$ cat config.mk
export PLATFORM = sky130hd
export DESIGN_NAME = uca_cordic_cell
export DESIGN_NICKNAME = d
export VERILOG_FILES = /design/src/uca_pkg.sv /design/src/uca_cordic_cell.sv
export SDC_FILE = /design/constraint.sdc
export NUM_CORES = 1
export LEC_CHECK = 0
export BUFFER_PORTS_ARGS = -buffer_cell sky130_fd_sc_hd__buf_4
export CORE_MARGIN = 8
export CORE_UTILIZATION = 37
export DETAILED_ROUTE_END_ITERATION = 8
export PLACE_DENSITY = 0.67
export SETUP_SLACK_MARGIN = 0.05
export SLEW_MARGIN = 20
export SYNTH_ARGS = -nofsm -noshare
export SYNTH_HDL_FRONTEND = slang
export SYNTH_SLANG_ARGS = --single-unit
$ cat constraint.sdc
create_clock -name clk_i -period 7.37 [get_ports clk_i]
set_clock_uncertainty 0.1 [all_clocks]
set_input_delay 1.474 -clock clk_i [delete_from_list [all_inputs] [get_ports clk_i]]
set_output_delay 1.474 -clock clk_i [all_outputs]
set_load 0.005 [all_outputs]
$ cat src/uca_pkg.sv
// shared constants, types and tables for the two-circle union area pipeline
// depends on nothing; used by all modules of the block
`timescale 1ns / 1ps
`default_nettype none
package uca_pkg;

  localparam int unsigned COORD_WIDTH_DEF  = 16;
  localparam int unsigned CORDIC_STEPS_DEF = 24;
  localparam int unsigned AREA_WIDTH       = 41;
  localparam int unsigned NORM_BITS        = 31;

  // square root chain: one result bit per cell
  localparam int unsigned SQ_STEPS = NORM_BITS;
  localparam int unsigned RAD_W    = 2 * NORM_BITS;
  localparam int unsigned REM_W    = NORM_BITS + 2;
  localparam int unsigned ROOT_W   = NORM_BITS;

  // cordic datapath
  localparam int unsigned X_W = NORM_BITS + 3;
  localparam int unsigned Z_W = 28;
  localparam int unsigned T_W = 26;
  localparam logic [T_W-1:0] PI_Q24 = T_W'(52707179);

  // circle area: r^2 * 3.14 * 256 written as 20096 / 25
  localparam logic [14:0] AREA_PI_Q = 15'd20096;
  localparam logic [29:0] DIV5_M    = 30'd858993460;
  localparam logic [27:0] DIV25_M   = 28'd171798692;

  typedef enum logic [1:0] {
    REL_DISJOINT = 2'd0,
    REL_INSIDE   = 2'd1,
    REL_OVERLAP  = 2'd2
  } rel_e;

  typedef struct packed {
    logic [REM_W-1:0]  rem;
    logic [ROOT_W-1:0] root;
    logic [RAD_W-1:0]  rad;
  } sqrt_t;

  typedef struct packed {
    logic signed [X_W-1:0] x;
    logic signed [X_W-1:0] y;
    logic signed [Z_W-1:0] z;
  } cordic_t;

  // arctangent of 2^-i in q2.24, rounded to nearest
  function automatic logic [24:0] atan_q24(input logic [4:0] idx);
    logic [24:0] v;
    case (idx)
      5'd0:  v = 25'd13176795;
      5'd1:  v = 25'd7778716;
      5'd2:  v = 25'd4110060;
      5'd3:  v = 25'd2086331;
      5'd4:  v = 25'd1047214;
      5'd5:  v = 25'd524117;
      5'd6:  v = 25'd262123;
      5'd7:  v = 25'd131069;
      5'd8:  v = 25'd65536;
      5'd9:  v = 25'd32768;
      5'd10: v = 25'd16384;
      5'd11: v = 25'd8192;
      5'd12: v = 25'd4096;
      5'd13: v = 25'd2048;
      5'd14: v = 25'd1024;
      5'd15: v = 25'd512;
      5'd16: v = 25'd256;
      5'd17: v = 25'd128;
      5'd18: v = 25'd64;
      5'd19: v = 25'd32;
      5'd20: v = 25'd16;
      5'd21: v = 25'd8;
      5'd22: v = 25'd4;
      5'd23: v = 25'd2;
      5'd24: v = 25'd1;
      default: v = 25'd0;
    endcase
    return v;
  endfunction

endpackage
`default_nettype wire

$ cat src/uca_cordic_cell.sv
// one vectoring step of the half-angle cordic chain
// depends on uca_pkg (types, arctangent table)
`timescale 1ns / 1ps
`default_nettype none
module uca_cordic_cell #(
  parameter int unsigned STEP = 0
) (
  input  wire logic           clk_i,
  input  uca_pkg::cordic_t    cell_i,
  output uca_pkg::cordic_t    cell_o
);

  uca_pkg::cordic_t cell_d, cell_q;
  logic signed [uca_pkg::X_W-1:0] xs, ys;
  logic signed [uca_pkg::Z_W-1:0] at;

  always_comb begin
    xs = cell_i.x >>> STEP;
    ys = cell_i.y >>> STEP;
    at = uca_pkg::Z_W'(uca_pkg::atan_q24(5'(STEP)));
    // positive y rotates clockwise
    if (cell_i.y > 0) begin
      cell_d.x = cell_i.x + ys;
      cell_d.y = cell_i.y - xs;
      cell_d.z = cell_i.z + at;
    end else begin
      cell_d.x = cell_i.x - ys;
      cell_d.y = cell_i.y + xs;
      cell_d.z = cell_i.z - at;
    end
  end

  always_ff @(posedge clk_i) begin
    cell_q <= cell_d;
  end

  assign cell_o = cell_q;

endmodule
`default_nettype wire

==> impl_metrics.toml <==
[sta]
max_clock_freq_mhz = 189
whs_ns = 1.21
relSlewSlack_pct = 41.4
setup_viol = 0
setup_tns_ns = 0
finalHoldViolCount = 0
finalCritPeriodShare_pct = 71.7
slew_viol_final = 0
worst_pin_slew_ns = 0.878
min_period_ns = 5.29
rsz0062_at_grt = "no"

[cts]
numClockSinks = 95
clk_pin_slew_ns = 0.07
htree_levels = 3
cts_root_buf = "clkbuf_16"
cts_resized = 0
cts_tree = "yes"
cts_made_buffers = 9
clk_path_buf_depth = 2
post_cts_buffers = 0
postCtsHoldBufs = 0

[floorplanning]
rows = 57
dieArea_um2 = 30000
core_um2 = 24300
ioPinCount = 193
die_width_um = 173
die_h_um = 173
start_util_pct = 37.6

[global_routing]
use_met3_pct = 5.29
met2_usage_pct = 33.2
overflow = 0
grt_use_total_pct = 20.7
grt_max_degree = 72
antenna_found_initial = 1
grt_pass1_vias = 9175
use_met1_pct = 26.3
grt_pass1_wl_mm = 50.2
top_usage_layer = "met2"

[layout]
drive_gt1_share_pct = 17.8
antennaDiodeCount = 0
largest_reg_flops = 95
area_growth_pct = 21.3
fin_nets = 1585

[flow_run]
max_cap_violations = 0

[placement]
gp_congestion = 0.962
dp_hpwl_mm = 26.2
io_buffers = 192

[power]
power_density_nw_per_um2 = 187
leakage_nw = 5.18
ir_drop_uv = 117

[logic_synthesis]
synth_edf_count = 0
synth_nets = 1427
synth.most_common_cell = "a21oi_1"
ys_warn_count = 0
synth_area_leaders = "dfxtp_1 21%, ha_1 17%, a21oi_1 8.3%"
ys_ff_latch = 95
synth_cell_types = 77
synth_area_um2 = 9150
synthCells = 1201
yosysTopAreaCellShare_pct = 20.8
syn_avg_cell_area_um2 = 7.62
synthArstFlopShare_pct = 0
ys_top_cells_by_count = "152 x a21oi_1, 125 x ha_1, 106 x inv_1, 106 x nor2_1, 95 x dfxtp_1"
yosysTopAreaCell = "dfxtp_1"
synth-seq-area-share_pct = 20.8
yosys_most_used_dff = "dfxtp_1"

[worst_setup_path]
required_ns = 7.51
worst-setup-path-type = "input port to flop"
worst-path-buf-inv = 2
startpoint = "cell_i[37]"
cpMaxStageDelayCell = "nor4_1"
crit_family = "compound AO/OA/AOI/OAI gates"
crit_arrival_ns = 5.42
path_max_fanout = 21
startpoint_type = "input port"
crit_top_cell = "buf_4"
critical-path-max-stage-delay_ns = 0.60
cp_cell_sequence = "buf_4, nor4_1, nand4_1, nor2_1, a21o_2, buf_4, ha_1, nor2b_1, a311o_1, o311a_1, o31ai_1, a21boi_1, a41oi_1, a21oi_1, xor2_1"
cp-end-kind = "flop"

[routing]
drcViolationCount = 0
postRouteAntennaNets = 0
drt_iter0_drc = 1050
vias = 9511
viasPerCell = 5.63
routedWlPerCell_um = 19.2
routed_wl_mm = 32.3
drtPass1Iterations = 6

[worst_hold_path]
worstHoldStart = "cell_i[0]"
hold_class = "input port to flop"

[status]
status = "finished clean"
[metrics by stage]
stage / instance area [um^2] / utilization [%] / instances / setup slack (ns) / power (mW)
floorplan: 9150 / - / 1201 / 2.11 / 1.20
global placement: 10800 / 44.5 / 1672 / 1.81 / 1.61
detailed placement: 10800 / 44.5 / 1672 / 1.81 / 1.61
CTS: 11100 / 45.6 / 1688 / 2.21 / 2.08
global route: 11100 / 45.6 / 1688 / 1.92 / 2.20
finish: 11100 / 45.6 / 1688 / 2.08 / 2.08
[path summary, 6_finish.rpt]
kind                 end  slack (ns)  cells past startpoint
max   cell_o[25]$_DFF_P_        2.08                     15
min    cell_o[0]$_DFF_P_        1.21                      2
[final cells by class]
type | count | area, um^2
fill | 2477 | 13200
inverter | 112 | 420
multi-input combinational | 946 | 6620
sequential | 95 | 1900
tap | 324 | 405
clock inverter | 6 | 52.6
clock buffer | 10 | 229
timing repair buffer | 195 | 1460
[report_power, final]
group	switching, mW	internal, mW
Clock	0.227	0.235
Combinational	0.514	0.424
Sequential	0.0367	0.637
Total	0.778	1.30
[kinds of logic (layout without fill, tap and decap cells)]
group	Yosys count	after routing	share of synthesized area, %
AOI/OAI and AO/OA	409	409	28.7
muxes	10	10	1.09
adders and majority gates	129	129	18.0
buffers and inverters	160	323	6.85
and+or+nand+nor	307	307	15.9
DFF	95	95	20.8
xor gates and xnor gates	91	91	8.71
[per-layer routing]
layer	wire length [um]	part of all wire (%)
met1	14200	44
met2	14400	45
met5	13	0.040
met4	1050	3.2
met3	2710	8.4
[placed cells by master (no fill, tap or decap), types with 4 or more instances in the layout]
| cell type | instances |
|---|---|
| o21bai_1 | 24 |
| xnor2_1 | 76 |
| nand2_1 | 66 |
| nor3_1 | 20 |
| o211ai_1 | 9 |
| ha_1 | 125 |
| and2_1 | 4 |
| a21o_1 | 34 |
| nand4_1 | 18 |
| a21oi_1 | 152 |
| and3_1 | 4 |
| a2111oi_0 | 4 |
| nor2_1 | 106 |
| fa_1 | 4 |
| dfxtp_1 | 95 |
| mux2i_1 | 10 |
| a211oi_1 | 14 |
| inv_1 | 106 |
| xor2_1 | 15 |
| inv_2 | 5 |
| or3_1 | 5 |
| nor4_1 | 14 |
| nand3_1 | 23 |
| o21ai_0 | 52 |
| or2_2 | 8 |
| o221ai_1 | 5 |
| buf_4 | 195 |
| o21ai_1 | 23 |
| clkbuf_16 | 9 |
| a21boi_0 | 4 |
| nor2b_1 | 22 |
| o21a_1 | 9 |
| o31ai_1 | 13 |
| a31oi_1 | 17 |
| nand2b_1 | 7 |
Note: power is estimated with default switching activity, not from simulation.
