$ cat src/uca_pkg.sv
// shared constants, types and tables for the two-circle union area pipeline
// depends on nothing; used by all modules of the block
`timescale 1ns / 1ps
`default_nettype none
package uca_pkg;

  localparam int unsigned COORD_WIDTH_DEF  = 16;
  localparam int unsigned CORDIC_STEPS_DEF = 24;
  localparam int unsigned AREA_WIDTH       = 41;
  localparam int unsigned NORM_BITS        = 31;

  // square root chain: one result bit per cell
  localparam int unsigned SQ_STEPS = NORM_BITS;
  localparam int unsigned RAD_W    = 2 * NORM_BITS;
  localparam int unsigned REM_W    = NORM_BITS + 2;
  localparam int unsigned ROOT_W   = NORM_BITS;

  // cordic datapath
  localparam int unsigned X_W = NORM_BITS + 3;
  localparam int unsigned Z_W = 28;
  localparam int unsigned T_W = 26;
  localparam logic [T_W-1:0] PI_Q24 = T_W'(52707179);

  // circle area: r^2 * 3.14 * 256 written as 20096 / 25
  localparam logic [14:0] AREA_PI_Q = 15'd20096;
  localparam logic [29:0] DIV5_M    = 30'd858993460;
  localparam logic [27:0] DIV25_M   = 28'd171798692;

  typedef enum logic [1:0] {
    REL_DISJOINT = 2'd0,
    REL_INSIDE   = 2'd1,
    REL_OVERLAP  = 2'd2
  } rel_e;

  typedef struct packed {
    logic [REM_W-1:0]  rem;
    logic [ROOT_W-1:0] root;
    logic [RAD_W-1:0]  rad;
  } sqrt_t;

  typedef struct packed {
    logic signed [X_W-1:0] x;
    logic signed [X_W-1:0] y;
    logic signed [Z_W-1:0] z;
  } cordic_t;

  // arctangent of 2^-i in q2.24, rounded to nearest
  function automatic logic [24:0] atan_q24(input logic [4:0] idx);
    logic [24:0] v;
    case (idx)
      5'd0:  v = 25'd13176795;
      5'd1:  v = 25'd7778716;
      5'd2:  v = 25'd4110060;
      5'd3:  v = 25'd2086331;
      5'd4:  v = 25'd1047214;
      5'd5:  v = 25'd524117;
      5'd6:  v = 25'd262123;
      5'd7:  v = 25'd131069;
      5'd8:  v = 25'd65536;
      5'd9:  v = 25'd32768;
      5'd10: v = 25'd16384;
      5'd11: v = 25'd8192;
      5'd12: v = 25'd4096;
      5'd13: v = 25'd2048;
      5'd14: v = 25'd1024;
      5'd15: v = 25'd512;
      5'd16: v = 25'd256;
      5'd17: v = 25'd128;
      5'd18: v = 25'd64;
      5'd19: v = 25'd32;
      5'd20: v = 25'd16;
      5'd21: v = 25'd8;
      5'd22: v = 25'd4;
      5'd23: v = 25'd2;
      5'd24: v = 25'd1;
      default: v = 25'd0;
    endcase
    return v;
  endfunction

endpackage
`default_nettype wire

$ cat src/uca_circle_area.sv
// five-stage circle area r^2 * 3.14 in q8 with round to nearest
// depends on uca_pkg (constants)
`timescale 1ns / 1ps
`default_nettype none
module uca_circle_area #(
  parameter int unsigned RW = uca_pkg::COORD_WIDTH_DEF - 1
) (
  input  wire logic                clk_i,
  input  wire logic [RW-1:0]       r_i,
  output logic      [2*RW+9:0]     area_o
);

  localparam int unsigned AW5 = RW - 2;
  localparam int unsigned CW  = RW + 5;
  localparam int unsigned EW  = RW + 1;
  localparam int unsigned SW  = 2 * RW - 3;
  localparam int unsigned AIW = 2 * RW + 10;

  // r = 5a + b, r^2 = 25a^2 + c, c = 25e + f
  logic [RW+29:0]   p5;
  logic [AW5-1:0]   a_q;
  logic [RW-1:0]    r_q;
  logic [RW-1:0]    bfull;
  logic [2:0]       b;
  logic [RW+1:0]    tenab;
  logic [CW-1:0]    c_d, c_q, c2_q;
  logic [2*AW5-1:0] asq_q, asq2_q;
  logic [CW+27:0]   p25;
  logic [EW-1:0]    e_q;
  logic [CW-1:0]    ffull;
  logic [SW-1:0]    s_q;
  logic [4:0]       f_q;
  logic [SW+14:0]   prod;
  logic [AIW-1:0]   area_q;

  // floor((20096 f + 12) / 25) for f below 25
  function automatic logic [14:0] area_frac(input logic [4:0] f);
    logic [14:0] v;
    case (f)
      5'd0:  v = 15'd0;
      5'd1:  v = 15'd804;
      5'd2:  v = 15'd1608;
      5'd3:  v = 15'd2412;
      5'd4:  v = 15'd3215;
      5'd5:  v = 15'd4019;
      5'd6:  v = 15'd4823;
      5'd7:  v = 15'd5627;
      5'd8:  v = 15'd6431;
      5'd9:  v = 15'd7235;
      5'd10: v = 15'd8038;
      5'd11: v = 15'd8842;
      5'd12: v = 15'd9646;
      5'd13: v = 15'd10450;
      5'd14: v = 15'd11254;
      5'd15: v = 15'd12058;
      5'd16: v = 15'd12861;
      5'd17: v = 15'd13665;
      5'd18: v = 15'd14469;
      5'd19: v = 15'd15273;
      5'd20: v = 15'd16077;
      5'd21: v = 15'd16881;
      5'd22: v = 15'd17684;
      5'd23: v = 15'd18488;
      5'd24: v = 15'd19292;
      default: v = 15'd0;
    endcase
    return v;
  endfunction

  always_comb begin
    p5    = (RW+30)'(r_i) * (RW+30)'(uca_pkg::DIV5_M);
    bfull = r_q - RW'(a_q) * RW'(5);
    b     = bfull[2:0];
    tenab = (RW+2)'(a_q) * (RW+2)'(10) + (RW+2)'(b);
    c_d   = CW'(tenab) * CW'(b);
    p25   = (CW+28)'(c_q) * (CW+28)'(uca_pkg::DIV25_M);
    ffull = c2_q - CW'(e_q) * CW'(25);
    prod  = (SW+15)'(s_q) * (SW+15)'(uca_pkg::AREA_PI_Q)
          + (SW+15)'(area_frac(f_q));
  end

  always_ff @(posedge clk_i) begin
    a_q    <= p5[RW+29:32];
    r_q    <= r_i;
    c_q    <= c_d;
    asq_q  <= a_q * a_q;
    c2_q   <= c_q;
    asq2_q <= asq_q;
    e_q    <= p25[CW+EW+31-CW:32];
    s_q    <= SW'(asq2_q) + SW'(e_q);
    f_q    <= ffull[4:0];
    area_q <= prod[AIW-1:0];
  end

  assign area_o = area_q;

endmodule
`default_nettype wire

$ cat config.mk
export PLATFORM = sky130hd
export DESIGN_NAME = uca_circle_area
export DESIGN_NICKNAME = d
export VERILOG_FILES = /design/src/uca_pkg.sv /design/src/uca_circle_area.sv
export SDC_FILE = /design/constraint.sdc
export NUM_CORES = 2
export LEC_CHECK = 0
export BUFFER_PORTS_ARGS = -buffer_cell sky130_fd_sc_hd__buf_2
export CORE_ASPECT_RATIO = 0.8
export CORE_UTILIZATION = 60
export CTS_CLUSTER_SIZE = 14
export DETAILED_ROUTE_END_ITERATION = 6
export GPL_ROUTABILITY_DRIVEN = 0
export GPL_TIMING_DRIVEN = 0
export PLACE_DENSITY = 0.8
export SKIP_LAST_GASP = 1
export SLEW_MARGIN = 20
export SYNTH_ARGS = -nofsm -noshare
export SYNTH_HDL_FRONTEND = slang
export SYNTH_SLANG_ARGS = --single-unit
$ cat constraint.sdc
create_clock -name clk_i -period 6.6 [get_ports clk_i]
set_clock_uncertainty 0.1 [all_clocks]
set_input_delay 0.33 -clock clk_i [delete_from_list [all_inputs] [get_ports clk_i]]
set_output_delay 0.33 -clock clk_i [all_outputs]
set_load 0.005 [all_outputs]
==> run summary <==
The flow ran to the end, but the final reports show violations. The checks that failed: negative setup slack. After synthesis, the most frequently instantiated cells are inv_1, ha_1, fa_1. The critical path in this run is classified as reg2reg. The final-layout fill cell count came out at approximately 3300. The mux cell area share after synthesis came out at 0.2521%. The residual antenna-violating net count after detailed routing is 0. Data on the critical path is required at its endpoint by slightly below 7 ns. Summing the areas of all xor and xnor instances in the mapped netlist gives roughly 5.8% of the synthesized area. The effective utilization at floorplan came out at 61.42%. The wire length of the first global-routing pass is around 110000 um. The width of the chip came out at approximately 240 um. The arrival time at the worst endpoint is 7.04 ns. The area of the mapped netlist came out at around 28000 um2. After clock tree synthesis, the clock-pin slew on the worst setup and hold paths is about 0.080 ns. In this run the most critical hold path is launched from asq_q[20].

The via count came out at 20440. The worst register-to-register path begins at c_q[16]. The relative slew slack came out at about 40%. The number of buffers created by CTS is 17. The area of the core came out at ~46000 um2.

The number of synthesized register bits came out at between 150 and 200. TritonCTS built the clock tree. The number of cells produced by synthesis is between 2000 and 3000. The number of slew-limit violations in the final report came out at 0. The timing-limited maximum frequency is 0.1466 GHz. The pin count of the biggest net entering global routing came out at 22. The sum of negative setup slack is -0.8225 ns. The average wire per cell in the routed design came out at between 15 and 20 um.

The average vias per placed instance is roughly 5.6. The initial antenna violation count is 1. The average instance in the mapped netlist occupies between 9 and 10 um2. The post-route netlist has a little under a tenth of its cells at a drive strength greater than 1. The maximum root-to-sink buffer count is 2. The synthesized-area fraction occupied by adder cells came out at 55.80%. The final global-route overflow total came out at 0. The register-to-register setup slack came out at -0.22 ns. The aggregate global-route resource usage is a little over a quarter. STA classifies the critical path endpoint as a flop. The worst hold path terminates at asq2_q[20]. The length of the first detailed-routing pass in iterations came out at 5. The number of maximum-capacitance violations came out at 0.

The kind of start point of the critical path is a flop. The basic-gate share of the synthesized area counting and, or, nand and nor cells is 7.491%. The number of clock sinks came out at around 190. The share of the cycle needed by the critical path after routing is 103.3%. Setup violations remaining at the end of the flow were counted as 6. The critical-path maximum fanout is 6.

inv_1 is the most common cell in the netlist. The initialized floorplan defines 70 standard-cell rows. The number of cells on the worst reg-to-reg path is 19. The area share of the largest cell type after synthesis came out at between 20 and 30%. The path class of the lowest-slack min-delay path is reg2reg. In this run, synthesis inferred 0 flip-flops with an integrated enable. The cell depth of the worst min-delay path came out at 0.

The capturing point of the worst reg2reg path is e_q[15]. The die covers 48040 um2. The clock reaches the later pin of the worst-skew pair after 0.47 ns.

The transition time at the pin with the least slew margin is ~0.9 ns. The first routing iteration left roughly 1500 violations. The total wirelength of the detailed-routed design came out at approximately 65000 um. Ranked by total cell area, the synthesized netlist is headed by fa_1, ha_1, dfxtp_1.

The unique cell type count in the Yosys netlist is between 70 and 80. The synthesized netlist net count is approximately 3900. During synthesis, Yosys emitted a total of 0 warnings. The die boundary height is slightly below 200 um.

The final count of hold timing violations came out at 0. The area growth from synthesis to layout is 9.658%. The number of H-tree levels came out at 4. After synthesis, the largest family of logic cells by area is adder cells. The final worst-path setup slack is -0.2197 ns. The residual DRC count is 0. The shortest clock period the worst path allows after layout is 6.820 ns. The primary flip-flop cell chosen by synthesis mapping is dfxtp_1. The cell sitting at the root of the clock tree is a clkbuf_16. Pin placement for this block handled 56 I/O pins. Sequential elements use between 10% and 20% of the synthesized area. The number of buffer cells added on primary ports came out at 55.

The number of global-route vias before repair is 22100. The complex-gate fraction of the synthesized area is under 10%. The biggest area contributor in the post-synthesis netlist is fa_1. The net count reported at finish is between 4000 and 5000. The half-perimeter wire length of the detailed placement result is 51530 um. The fraction of registers with async set/reset is 0%. Setup repair after global routing could not meet its margin everywhere.
[cell usage in the layout (no fill, tap or decap), types with 12 or more instances in the layout]
master	n
inv_1	651
ha_1	556
fa_1	399
dfxtp_1	170
nand2_1	136
xnor2_1	123
nor2_1	117
a21oi_1	106
buf_2	62
xor2_1	59
a21o_1	53
o21ai_0	53
buf_4	41
nand3_1	33
and2_1	25
ha_4	25
fa_2	24
nor3_1	22
nand2b_1	18
clkbuf_16	17
and3_1	16
o21a_1	16
nand4_1	15
dfxtp_4	15
nor2b_1	14
o21bai_1	14
a211oi_1	14
clkbuf_1	12
[worst max path at each step]
stage	from	to	cells after the start
floorplan	c_q[17]	e_q[15]	23
global placement	c_q[3]	e_q[14]	23
detailed placement	c_q[3]	e_q[14]	23
CTS	c_q[18]	e_q[15]	23
global route	c_q[16]	e_q[15]	19
finish	c_q[16]	e_q[15]	19
[critical path: stages, from the launching register on]
cell and delay [ns]:
dfxtp_1 0.42, fa_2 0.59, inv_1 0.09, fa_1 0.57, inv_1 0.08, fa_1 0.55
fa_1 0.49, fa_1 0.55, fa_1 0.51, ha_1 0.38, ha_4 0.30, inv_2 0.05
nor4_4 0.47, o211a_4 0.32, o21ai_4 0.09, o31a_4 0.31, a2bb2oi_4 0.16, a211oi_4 0.34
or4_4 0.21, nand3_4 0.07
[metrics by stage]
stage / hold slack (ns) / worst slack, ns / area (um2) / utilization, % / instances
floorplan: 0.2096 / 0.03099 / 28310 / - / 2870
global placement: 0.2098 / -0.9838 / 29350 / 63.72 / 3537
detailed placement: 0.2121 / -1.128 / 29350 / 63.72 / 3537
CTS: 0.2273 / -0.1161 / 30720 / 66.68 / 3607
global route: 0.2313 / -0.2402 / 31020 / 67.34 / 3617
finish: 0.2312 / -0.2197 / 31030 / 67.35 / 3618
[final cells by class]
class                           count  area, um2  area share [%]
Inverter                          667       2515           8.105
Sequential cell                   189       3845           12.39
Tap cell                          612      765.7           2.468
Clock buffer                       17      425.4           1.371
Timing Repair Buffer              103      675.6           2.178
Antenna cell                        1      2.502        0.008065
Clock inverter                     15      185.2          0.5968
Multi-Input combinational cell   1992      22520           72.57
Buffer                             22      95.09          0.3065
[registers in the layout, indices dropped and copies added (netlist names), 5 cells and up, named ones only]
register and cells:
c_q 20, prod 7, s_q 27, c2_q 5, asq_q 25, a_q 13
e_q 16, asq2_q 25, area_o 40
[routing by layer]
metal / share of wire (%) / routed length, um / global-route usage, % / vias to the layer above
li1: - / - / - / 9428
met4: 2.7 / 1762 / 7.917 / 2
met2: 50 / 32400 / 48.71 / 783
met3: 6.9 / 4479 / 5.294 / 169
met1: 40 / 25950 / 33.44 / 10060
met5: 0.019 / 12 / 0 / -
[cell families after synthesis]
family,Yosys count
adder cells (fa/ha/maj),1008
buffers and inverters,689
AND/OR/NAND/NOR,442
AO/OA/AOI/OAI,349
flip-flops,189
XOR/XNOR,186
multiplexers,7
[repair_timing]
action	CTS	global route
hold endpoints to repair	3	0
hold buffers	3	0
gates resized for setup	98	54
gates cloned	0	0
pin swaps	57	38
buffers inserted	35	10
endpoints found under the setup margin	17	21
Power is left out: the tool's default activity adds up to more than one toggle a clock period on the data nets, which glitch-free logic cannot reach.
