<file path="config.mk">
export PLATFORM = sky130hd
export DESIGN_NAME = uca_sqrt_cell
export DESIGN_NICKNAME = d
export VERILOG_FILES = /design/src/uca_pkg.sv /design/src/uca_sqrt_cell.sv
export SDC_FILE = /design/constraint.sdc
export NUM_CORES = 1
export LEC_CHECK = 0
export BUFFER_PORTS_ARGS = -buffer_cell sky130_fd_sc_hd__buf_2
export CORE_MARGIN = 5
export CORE_UTILIZATION = 30
export DETAILED_ROUTE_END_ITERATION = 7
export MAX_ROUTING_LAYER = met4
export PLACE_DENSITY = 0.63
export REMOVE_ABC_BUFFERS = 1
export SYNTH_ARGS = -nofsm -noshare
export SYNTH_HDL_FRONTEND = slang
export SYNTH_SLANG_ARGS = --single-unit
</file>
<file path="constraint.sdc">
create_clock -name clk_i -period 3.85 [get_ports clk_i]
set_input_delay 0.77 -clock clk_i [delete_from_list [all_inputs] [get_ports clk_i]]
set_output_delay 0.77 -clock clk_i [all_outputs]
set_load 0.05 [all_outputs]
</file>
<file path="src/uca_pkg.sv">
// shared constants, types and tables for the two-circle union area pipeline
// depends on nothing; used by all modules of the block
`timescale 1ns / 1ps
`default_nettype none
package uca_pkg;

  localparam int unsigned COORD_WIDTH_DEF  = 16;
  localparam int unsigned CORDIC_STEPS_DEF = 24;
  localparam int unsigned AREA_WIDTH       = 41;
  localparam int unsigned NORM_BITS        = 31;

  // square root chain: one result bit per cell
  localparam int unsigned SQ_STEPS = NORM_BITS;
  localparam int unsigned RAD_W    = 2 * NORM_BITS;
  localparam int unsigned REM_W    = NORM_BITS + 2;
  localparam int unsigned ROOT_W   = NORM_BITS;

  // cordic datapath
  localparam int unsigned X_W = NORM_BITS + 3;
  localparam int unsigned Z_W = 28;
  localparam int unsigned T_W = 26;
  localparam logic [T_W-1:0] PI_Q24 = T_W'(52707179);

  // circle area: r^2 * 3.14 * 256 written as 20096 / 25
  localparam logic [14:0] AREA_PI_Q = 15'd20096;
  localparam logic [29:0] DIV5_M    = 30'd858993460;
  localparam logic [27:0] DIV25_M   = 28'd171798692;

  typedef enum logic [1:0] {
    REL_DISJOINT = 2'd0,
    REL_INSIDE   = 2'd1,
    REL_OVERLAP  = 2'd2
  } rel_e;

  typedef struct packed {
    logic [REM_W-1:0]  rem;
    logic [ROOT_W-1:0] root;
    logic [RAD_W-1:0]  rad;
  } sqrt_t;

  typedef struct packed {
    logic signed [X_W-1:0] x;
    logic signed [X_W-1:0] y;
    logic signed [Z_W-1:0] z;
  } cordic_t;

  // arctangent of 2^-i in q2.24, rounded to nearest
  function automatic logic [24:0] atan_q24(input logic [4:0] idx);
    logic [24:0] v;
    case (idx)
      5'd0:  v = 25'd13176795;
      5'd1:  v = 25'd7778716;
      5'd2:  v = 25'd4110060;
      5'd3:  v = 25'd2086331;
      5'd4:  v = 25'd1047214;
      5'd5:  v = 25'd524117;
      5'd6:  v = 25'd262123;
      5'd7:  v = 25'd131069;
      5'd8:  v = 25'd65536;
      5'd9:  v = 25'd32768;
      5'd10: v = 25'd16384;
      5'd11: v = 25'd8192;
      5'd12: v = 25'd4096;
      5'd13: v = 25'd2048;
      5'd14: v = 25'd1024;
      5'd15: v = 25'd512;
      5'd16: v = 25'd256;
      5'd17: v = 25'd128;
      5'd18: v = 25'd64;
      5'd19: v = 25'd32;
      5'd20: v = 25'd16;
      5'd21: v = 25'd8;
      5'd22: v = 25'd4;
      5'd23: v = 25'd2;
      5'd24: v = 25'd1;
      default: v = 25'd0;
    endcase
    return v;
  endfunction

endpackage
`default_nettype wire

</file>
<file path="src/uca_sqrt_cell.sv">
// one cell of the integer square root chain: one root bit per cycle
// depends on uca_pkg
`timescale 1ns / 1ps
`default_nettype none
module uca_sqrt_cell (
  input  wire logic           clk_i,
  input  uca_pkg::sqrt_t      cell_i,
  output uca_pkg::sqrt_t      cell_o
);

  uca_pkg::sqrt_t cell_d, cell_q;
  logic [uca_pkg::REM_W+1:0] cur;
  logic [uca_pkg::REM_W+1:0] trial;

  always_comb begin
    cur   = {cell_i.rem, cell_i.rad[uca_pkg::RAD_W-1 -: 2]};
    trial = (uca_pkg::REM_W+2)'({cell_i.root, 2'b01});
    cell_d.rad = cell_i.rad << 2;
    if (cur >= trial) begin
      cell_d.rem  = uca_pkg::REM_W'(cur - trial);
      cell_d.root = {cell_i.root[uca_pkg::ROOT_W-2:0], 1'b1};
    end else begin
      cell_d.rem  = uca_pkg::REM_W'(cur);
      cell_d.root = {cell_i.root[uca_pkg::ROOT_W-2:0], 1'b0};
    end
  end

  always_ff @(posedge clk_i) begin
    cell_q <= cell_d;
  end

  assign cell_o = cell_q;

endmodule
`default_nettype wire

</file>
==> results of run 1 <==
[logic make-up (layout without fill, tap and decap cells)]
| kind of cell | Yosys count | after routing | synth area share |
|---|---|---|---|
| xor gates and xnor gates | 24 | 24 | 0.0400 |
| muxes | 28 | 28 | 0.0720 |
| and+or+nand+nor | 111 | 111 | 0.103 |
| DFF | 124 | 124 | 0.473 |
| adders and majority gates | 33 | 33 | 0.0786 |
| AOI/OAI and AO/OA | 127 | 127 | 0.169 |
| other | 1 | 3 | 0.000714 |
| buffers and inverters | 65 | 333 | 0.0636 |
[stage by stage]
step                      instance area [um^2]  setup slack [ps]  hold slack, ps  instances
after detailed placement                  6660               390             874        975
final                                     7250               779             444       1008
after CTS                                 7240               831             425       1007
after global placement                    6660               367             873        975
after floorplan                           5120               883             798        500
after global routing                      7250               638             423       1008
[layer usage]
layer | global-route usage | part of all wire
met3 | 0.0477 | 0.076
met2 | 0.267 | 0.48
met4 | 0.0455 | 0.015
met5 | - | 0
met1 | 0.183 | 0.43
[path summary, 6_finish.rpt]
| path | end | start | cells past startpoint | slack (ps) |
|---|---|---|---|---|
| worst max-delay path | cell_o[96] | cell_i[81] | 10 | 780 |
| worst min-delay path | cell_o[46] | cell_i[44] | 1 | 440 |
[area by class of cell]
type,count,area (um^2)
diodes,1,2.50
flip-flops and latches,124,2480
multi-input cells,325,2440
repair buffers,250,1250
fillers,1699,9990
well taps,225,282
clock inverters,14,149
clock buffers,18,439
inverters,51,204
[placed cells by master, fill, tap and decap left out, drive strengths merged, types with 7 or more instances in the layout]
master  count
buf       250
dfxtp     124
inv        61
a21oi      41
ha         33
nand2      30
nor2       27
mux2       24
o21ai      23
xnor2      22
clkbuf     18
nand3      12
nor3       11
o211ai     11
o21a        8
nand4       7
[where the power goes]
group	internal, mW	switching (mW)
combinational	0.353	0.804
sequential	1.41	0.0309
clock	0.933	0.672
==> metrics, run 1 <==
outcome finished, final reports clean; pin count of the biggest net entering global routing 27; post-DP HPWL 13100 um; leakage power 3.54 nW; ys async rst share 0; Synth top area share 0.473; critical path's largest stage delay 610 ps; Final Cycle Share 0.798; initial drt markers 111; sequential share of the synthesized area 0.473; max FFs per register 124; Final Hold Viols 0; IO buf count 250; total power 4.20 mW; DR pass1 iterations 4; critical-path cell list buf_2 > inv_1 > ha_1 > nand2_1 > nor4_1 > nand3_1 > o21a_1 > o21a_4 > inv_12 > mux2_2; Site Rows 48; WL final 16100 um; Via density 4.57; first-pass GRT wire length 24200 um; Worst Max-Slew Pin Slew 642 ps; Nets 929; Inserted Clock Buffers 17; Syn Inst Count 513; crit path max-delay cell type nor4_1; Die W 142 um; setup_tns 0 ps; top-count cell post-synth dfxtp_1; Tmin final 3070 ps; Ports 253; share of post-route cells with drive strength above 1 0.409; max frequency 0.326 GHz; Max Slew Vio Count 0; CP Buf/Inv Count 3; initial antenna violation count 1; Ys Warns 0; vias in the first global route 4706; CTS tree done; CTS Sinks 124; # resized after CTS 0; crit start category primary input; number of synthesized register bits 124; CORE AREA 0.0172 mm^2; Hold WC Path Type primary input to flop; Mapped Avg Cell Area 10.2 um^2; Die Y 142 um; postcts setup bufs 0; Antenna Nets Post-Route 0; delay-heaviest family, CP simple AND/OR/NAND/NOR gates; VDD IR max 0.318 mV; largest area contributor in the netlist dfxtp_1; wire length per cell 16.0 um; GPL Wtd Cong 0.870; largest cells by area after synthesis dfxtp_1 (47%), ha_1 (7.9%), mux2_4 (5.1%); Slew headroom 0.568; clock buffer depth 2; Setup CP Type primary input to flop; setup violators final 0; Die ar. 0.0202 mm^2; unrepaired setup endpoints after global routing false; critical path arrival 3380 ps; Mapped Area 0.00525 mm^2; required time worst endpoint 4160 ps; Core Util, Final 0.420; Clock transition at path regs 60 ps; crit-path max FO 26; CTS root buf clkbuf_16; Netlist cell types 60; residual DRC count 0; Vias 4609; Layout area overhead 38.0%; Setup crit end kind flop; most common flop cell mapped by yosys dfxtp_1; Cell Pwr Density 580 mW/mm^2; global route overflow 0; EDFF count, synth 0; CTS H-tree lvls 4; hold buffer count at CTS 0; Initial Util 0.305; maxcap violations 0; global-route usage over all layers 0.159; Post-synth top cells dfxtp_1 (124), inv_1 (50), a21oi_1 (37)
No activity file was read; power rests on OpenSTA's default activity.
==> run 2: changes to the inputs <==
--- a/config.mk
+++ b/config.mk
@@ -10,7 +10,7 @@
 export CORE_UTILIZATION = 30
 export DETAILED_ROUTE_END_ITERATION = 7
 export MAX_ROUTING_LAYER = met4
-export PLACE_DENSITY = 0.63
+export PLACE_DENSITY = 0.65
 export REMOVE_ABC_BUFFERS = 1
 export SYNTH_ARGS = -nofsm -noshare
 export SYNTH_HDL_FRONTEND = slang
==> constraint.sdc (replaced) <==
create_clock -name clk_i -period 2.5 [get_ports clk_i]
set_input_delay 0.5 -clock clk_i [delete_from_list [all_inputs] [get_ports clk_i]]
set_output_delay 0.5 -clock clk_i [all_outputs]
set_load 0.05 [all_outputs]
==> run 2 against run 1 <==
Effect of this change:
- clock power is 52% higher
- sequential share of layout area is 3.9 points lower
- critical path depth is 2 higher
- count of clock-buffer cells in the layout stayed put
- non-clock buffer count is 120 higher
- combinational power is 72% higher
- cell area is 13% higher
- core utilization is 5.4 points higher
- critical endpoint is now cell_o[118]
==> metrics, run 2 (same netlist as run 1, synthesis figures left out) <==
Internal Power 4.33 mW (was 2.70 mW); Post-Layout Cell Count 1129 (was 1008); initial antenna violation count 2 (was 1); Setup CP Type primary input to flop (unchanged); share of post-route cells with drive strength above 1 0.494 (was 0.409); # resized after CTS 2 (was 0); Inserted Clock Buffers 17 (unchanged); CTS Sinks 124 (unchanged); Layout area overhead 55.7% (was 38.0%); DR pass1 iterations 4 (unchanged); Setup crit end kind flop (unchanged); wire length per cell 14.8 um (was 16.0 um); unrepaired setup endpoints after global routing true (was false); Die Y 142 um (unchanged); Initial Util 0.305 (unchanged); Die ar. 0.0202 mm^2 (unchanged); Final Cycle Share 0.954; WL final 16700 um (was 16100 um); residual DRC count 0 (unchanged); Site Rows 48 (unchanged); required time worst endpoint 2830 ps (was 4160 ps); part of the power in registers 0.333 (was 0.343); setup violators final 0 (unchanged); Clock transition at path regs 60 ps (about the same); most common cell after layout, fill and taps aside buf_2 (unchanged); most frequent cells in the layout buf_2 (250), dfxtp_1 (124), buf_4 (120) (was buf_2 (250), dfxtp_1 (124), inv_1 (50)); Worst Hold End cell_o[59] (was cell_o[46]); combinational share of power 0.300 (was 0.275); P_sw 2.33 mW (was 1.51 mW); GPL Wtd Cong 0.883 (was 0.870); maxcap violations 0 (unchanged); global route overflow 0 (unchanged); initial drt markers 147 (was 111); crit-path max FO 5 (was 26); max FFs per register 124 (unchanged); Max Slew Vio Count 0 (unchanged); Die W 142 um (unchanged); Nets 1049 (was 929); Vias 5054 (was 4609); leakage power 4.13 nW (was 3.54 nW); Clk pwr share 0.367 (was 0.382); max frequency 0.419 GHz; Ports 253 (unchanged); critical path arrival 2710 ps (was 3380 ps); Cell Pwr Density 815 mW/mm^2 (was 580 mW/mm^2); dpl cells 1095 (was 975); switching portion of total power 0.351 (was 0.359); Hold WC Path Type primary input to flop (unchanged); Antenna Nets Post-Route 0 (unchanged); total power 6.66 mW (was 4.20 mW); Final Hold Viols 0 (unchanged); pin count of the biggest net entering global routing 27 (unchanged); Core Util, Final 0.474 (was 0.420); CTS H-tree lvls 4 (unchanged); CTS root buf clkbuf_16 (unchanged); hold buffer count at CTS 0 (unchanged); outcome finished, final reports clean (unchanged); VDD IR max 0.618 mV (was 0.318 mV); post-DP HPWL 14000 um (was 13100 um); Hold Startpoint cell_i[57] (was cell_i[44]); clock buffer depth 2 (unchanged); global-route usage over all layers 0.167 (was 0.159); Tmin final 2390 ps; Via density 4.48 (was 4.57); CORE AREA 0.0172 mm^2 (unchanged); IO buf count 250 (unchanged); crit start category primary input (unchanged); CP Launch Point cell_i[63] (was cell_i[81]); vias in the first global route 5260 (was 4706); first-pass GRT wire length 25800 um (was 24200 um); CTS tree done (unchanged); WHS Path Cells 1 (unchanged); postcts setup bufs 0 (unchanged)
## run 2: metrics by stage
| step | cell area [um^2] | worst slack (ps) | TNS, ps | hold WS, ps |
|---|---|---|---|---|
| global route | 8180 | -13.5 | -13.5 | 157 |
| detailed placement | 7560 | -481 | -9430 | 604 |
| global placement | 7560 | -466 | -8580 | 602 |
| CTS | 8150 | 50.0 | 0 | 160 |
| finish | 8180 | 115 | 0 | 178 |
| floorplan | 5120 | -197 | -4110 | 528 |
## run 2: worst max path at each step
stage,end
final,cell_o[118]
after global routing,cell_o[115]
after CTS,cell_o[115]
after detailed placement,cell_o[115]
after global placement,cell_o[115]
after floorplan,cell_o[100]
## run 2: power by group through the flow
stage / registers [mW] / logic, mW / clock network [mW]
after global placement: 2.26 / 1.99 / 0
after CTS: 2.22 / 2.01 / 2.52
after floorplan: 2.96 / 0.616 / 0
final: 2.22 / 2.00 / 2.44
after global routing: 2.24 / 2.14 / 2.61
after detailed placement: 2.26 / 2.00 / 0
## run 2: area by class of cell
cell class                      count  area [um^2]
Clock buffer                       18          439
Tap cell                          225          282
Antenna cell                        2         5.00
Timing Repair Buffer              370         2150
Fill cell                        1694         9060
Multi-Input combinational cell    325         2460
Inverter                           51          204
Clock inverter                     14          150
Sequential cell                   124         2480
## run 2: per-layer routing
layer / global-route usage / vias to the layer above / wire (um)
met2: 0.298 / 180 / 8470
met4: 0.0440 / 0 / 213
met5: - / - / 0
met1: 0.177 / 2294 / 6600
li1: - / 2562 / -
met3: 0.0541 / 18 / 1420
## run 2: worst max-delay path: stages
cell	delay (ps)
buf_2	90
inv_1	40
ha_1	370
a21oi_2	240
a21oi_4	90
buf_4	140
o2111ai_1	280
a31oi_1	190
buf_4	180
o21ai_0	210
a21boi_0	120
o31ai_1	260
==> run 3: changes to the inputs <==
--- a/config.mk
+++ b/config.mk
@@ -7,10 +7,11 @@
 export LEC_CHECK = 0
 export BUFFER_PORTS_ARGS = -buffer_cell sky130_fd_sc_hd__buf_2
 export CORE_MARGIN = 5
-export CORE_UTILIZATION = 30
+export CORE_UTILIZATION = 42
+export CTS_CLUSTER_DIAMETER = 120
 export DETAILED_ROUTE_END_ITERATION = 7
 export MAX_ROUTING_LAYER = met4
-export PLACE_DENSITY = 0.65
+export PLACE_DENSITY = 0.84
 export REMOVE_ABC_BUFFERS = 1
 export SYNTH_ARGS = -nofsm -noshare
 export SYNTH_HDL_FRONTEND = slang
==> run 3 against run 2 <==
Effect of this change:
- global-route usage is 7.6 points higher
- combinational power hardly changed
- sequential power hardly changed
- cell count is 5.7% lower
- clock power is 2% lower
- first-iteration DRC count is 44% higher
- cell area is 1.3% lower
- wire length is 7.8% higher
- largest cell class unchanged
==> metrics, run 3 (same netlist as run 1, synthesis figures left out) <==
outcome finished, final reports clean (unchanged); Inserted Clock Buffers 17 (unchanged); Via density 4.86 (was 4.48); wire length per cell 16.9 um (was 14.8 um); dpl cells 1031 (was 1095); Die W 122 um (was 142 um); required time worst endpoint 2810 ps (was 2830 ps); Nets 1043 (was 1049); max FFs per register 124 (unchanged); first-pass GRT wire length 26900 um (was 25800 um); Cell Pwr Density 823 mW/mm^2 (was 815 mW/mm^2); Hold WC Path Type primary input to flop (unchanged); maxcap violations 0 (unchanged); residual DRC count 0 (unchanged); setup violators final 0 (unchanged); Clock transition at path regs 60 ps (about the same); Ports 253 (unchanged); Setup crit end kind flop (unchanged); Tmin final 2380 ps (was 2390 ps); Final Cell Area 0.00807 mm^2 (was 0.00818 mm^2); most frequent cells in the layout buf_2 (250), dfxtp_1 (124), buf_4 (114) (was buf_2 (250), dfxtp_1 (124), buf_4 (120)); max frequency 0.420 GHz (was 0.419 GHz); unrepaired setup endpoints after global routing true (unchanged); Place WS -351 ps (was -481 ps); WHS Path Cells 1 (unchanged); global-route usage over all layers 0.242 (was 0.167); Setup CP Type primary input to flop (unchanged); Max Slew Vio Count 0 (unchanged); clock buffer depth 2 (unchanged); crit-path max FO 4 (was 5); crit start category primary input (unchanged); Worst Max-Slew Pin Slew 545 ps; Antenna Nets Post-Route 0 (unchanged); final worst slack 119 ps (was 115 ps); GPL Wtd Cong 0.949 (was 0.883); Slew headroom 0.627; post-DP HPWL 14300 um (was 14000 um); leakage power 4.09 nW (was 4.13 nW); CORE AREA 0.0121 mm^2 (was 0.0172 mm^2); Die ar. 0.0148 mm^2 (was 0.0202 mm^2); initial antenna violation count 1 (was 2); CTS Sinks 124 (unchanged); CTS tree done (unchanged); critical path arrival 2700 ps (was 2710 ps); Post-DP Area 0.00743 mm^2 (was 0.00756 mm^2); VDD IR max 0.459 mV (was 0.618 mV); Initial Util 0.433 (was 0.305); Post-Layout Cell Count 1065 (was 1129); Die Y 122 um (was 142 um); vias in the first global route 5338 (was 5260); share of post-route cells with drive strength above 1 0.490 (was 0.494); IO buf count 250 (unchanged); DR pass1 iterations 5 (was 4); initial drt markers 211 (was 147); Final Hold Viols 0 (unchanged); Site Rows 40 (was 48); Layout area overhead 53.7% (was 55.7%); WL final 18000 um (was 16700 um); Final Cycle Share 0.952 (was 0.954); CTS root buf clkbuf_16 (unchanged); hold buffer count at CTS 0 (unchanged); Vias 5177 (was 5054); global route overflow 0 (unchanged); total power 6.64 mW (was 6.66 mW); pin count of the biggest net entering global routing 27 (unchanged); CTS H-tree lvls 4 (unchanged); most common cell after layout, fill and taps aside buf_2 (unchanged)
run 3: cell types whose count changed in the layout (fill, tap and decap cells not counted), moves of 2 or more:
cell and delta:
buf_4 -6, clkinv_4 -3, clkinvlp_4 +3, inv_8 -3, clkbuf_8 +2
run 3: cell type report:
cell class / count / area (um^2)
Fill cell: 994 / 4040
Sequential cell: 124 / 2480
Multi-Input combinational cell: 325 / 2480
Timing Repair Buffer: 364 / 2110
Clock buffer: 21 / 470
Tap cell: 168 / 210
Inverter: 51 / 208
Clock inverter: 11 / 109
Antenna cell: 1 / 2.50
run 3: per-stage QoR:
stage / utilization / hold WS (ps) / TNS [ps]
finish: 0.666 / 173 / 0
global route: 0.666 / 161 / -4.10
CTS: 0.662 / 164 / 0
detailed placement: 0.614 / 604 / -9390
global placement: 0.614 / 603 / -6820
floorplan: - / 528 / -4110
run 3: critical path, stage by stage:
cell,delay [ps]
buf_2,90
inv_1,40
ha_1,340
buf_4,180
a21oi_2,160
buf_4,130
o221ai_1,120
a211oi_1,250
o21ai_0,220
a211oi_1,330
xnor2_1,90
mux2_4,250
run 3: repair_timing:
item,in CTS,in global routing
setup buffers,0,1
resized for setup,0,12
endpoints found under the setup margin,0,26
run 3: where the power goes:
group / total, mW / leakage (nW) / internal, mW / switching [mW]
clock: 2.40 / 0.273 / 1.46 / 0.941
combinational: 2.01 / 2.77 / 0.715 / 1.30
sequential: 2.23 / 1.05 / 2.17 / 0.0550
total: 6.64 / 4.09 / 4.35 / 2.29
run 3: worst paths after layout:
path / from / to
worst min-delay path: cell_i[1] / cell_o[3]
worst max-delay path: cell_i[74] / cell_o[116]
run 3: routing by layer:
metal / vias up / global-route usage / wire, um
met1: 2387 / 0.249 / 6830
li1: 2553 / - / -
met5: - / - / 0
met2: 205 / 0.433 / 9190
met3: 32 / 0.0738 / 1530
met4: 0 / 0.0945 / 456
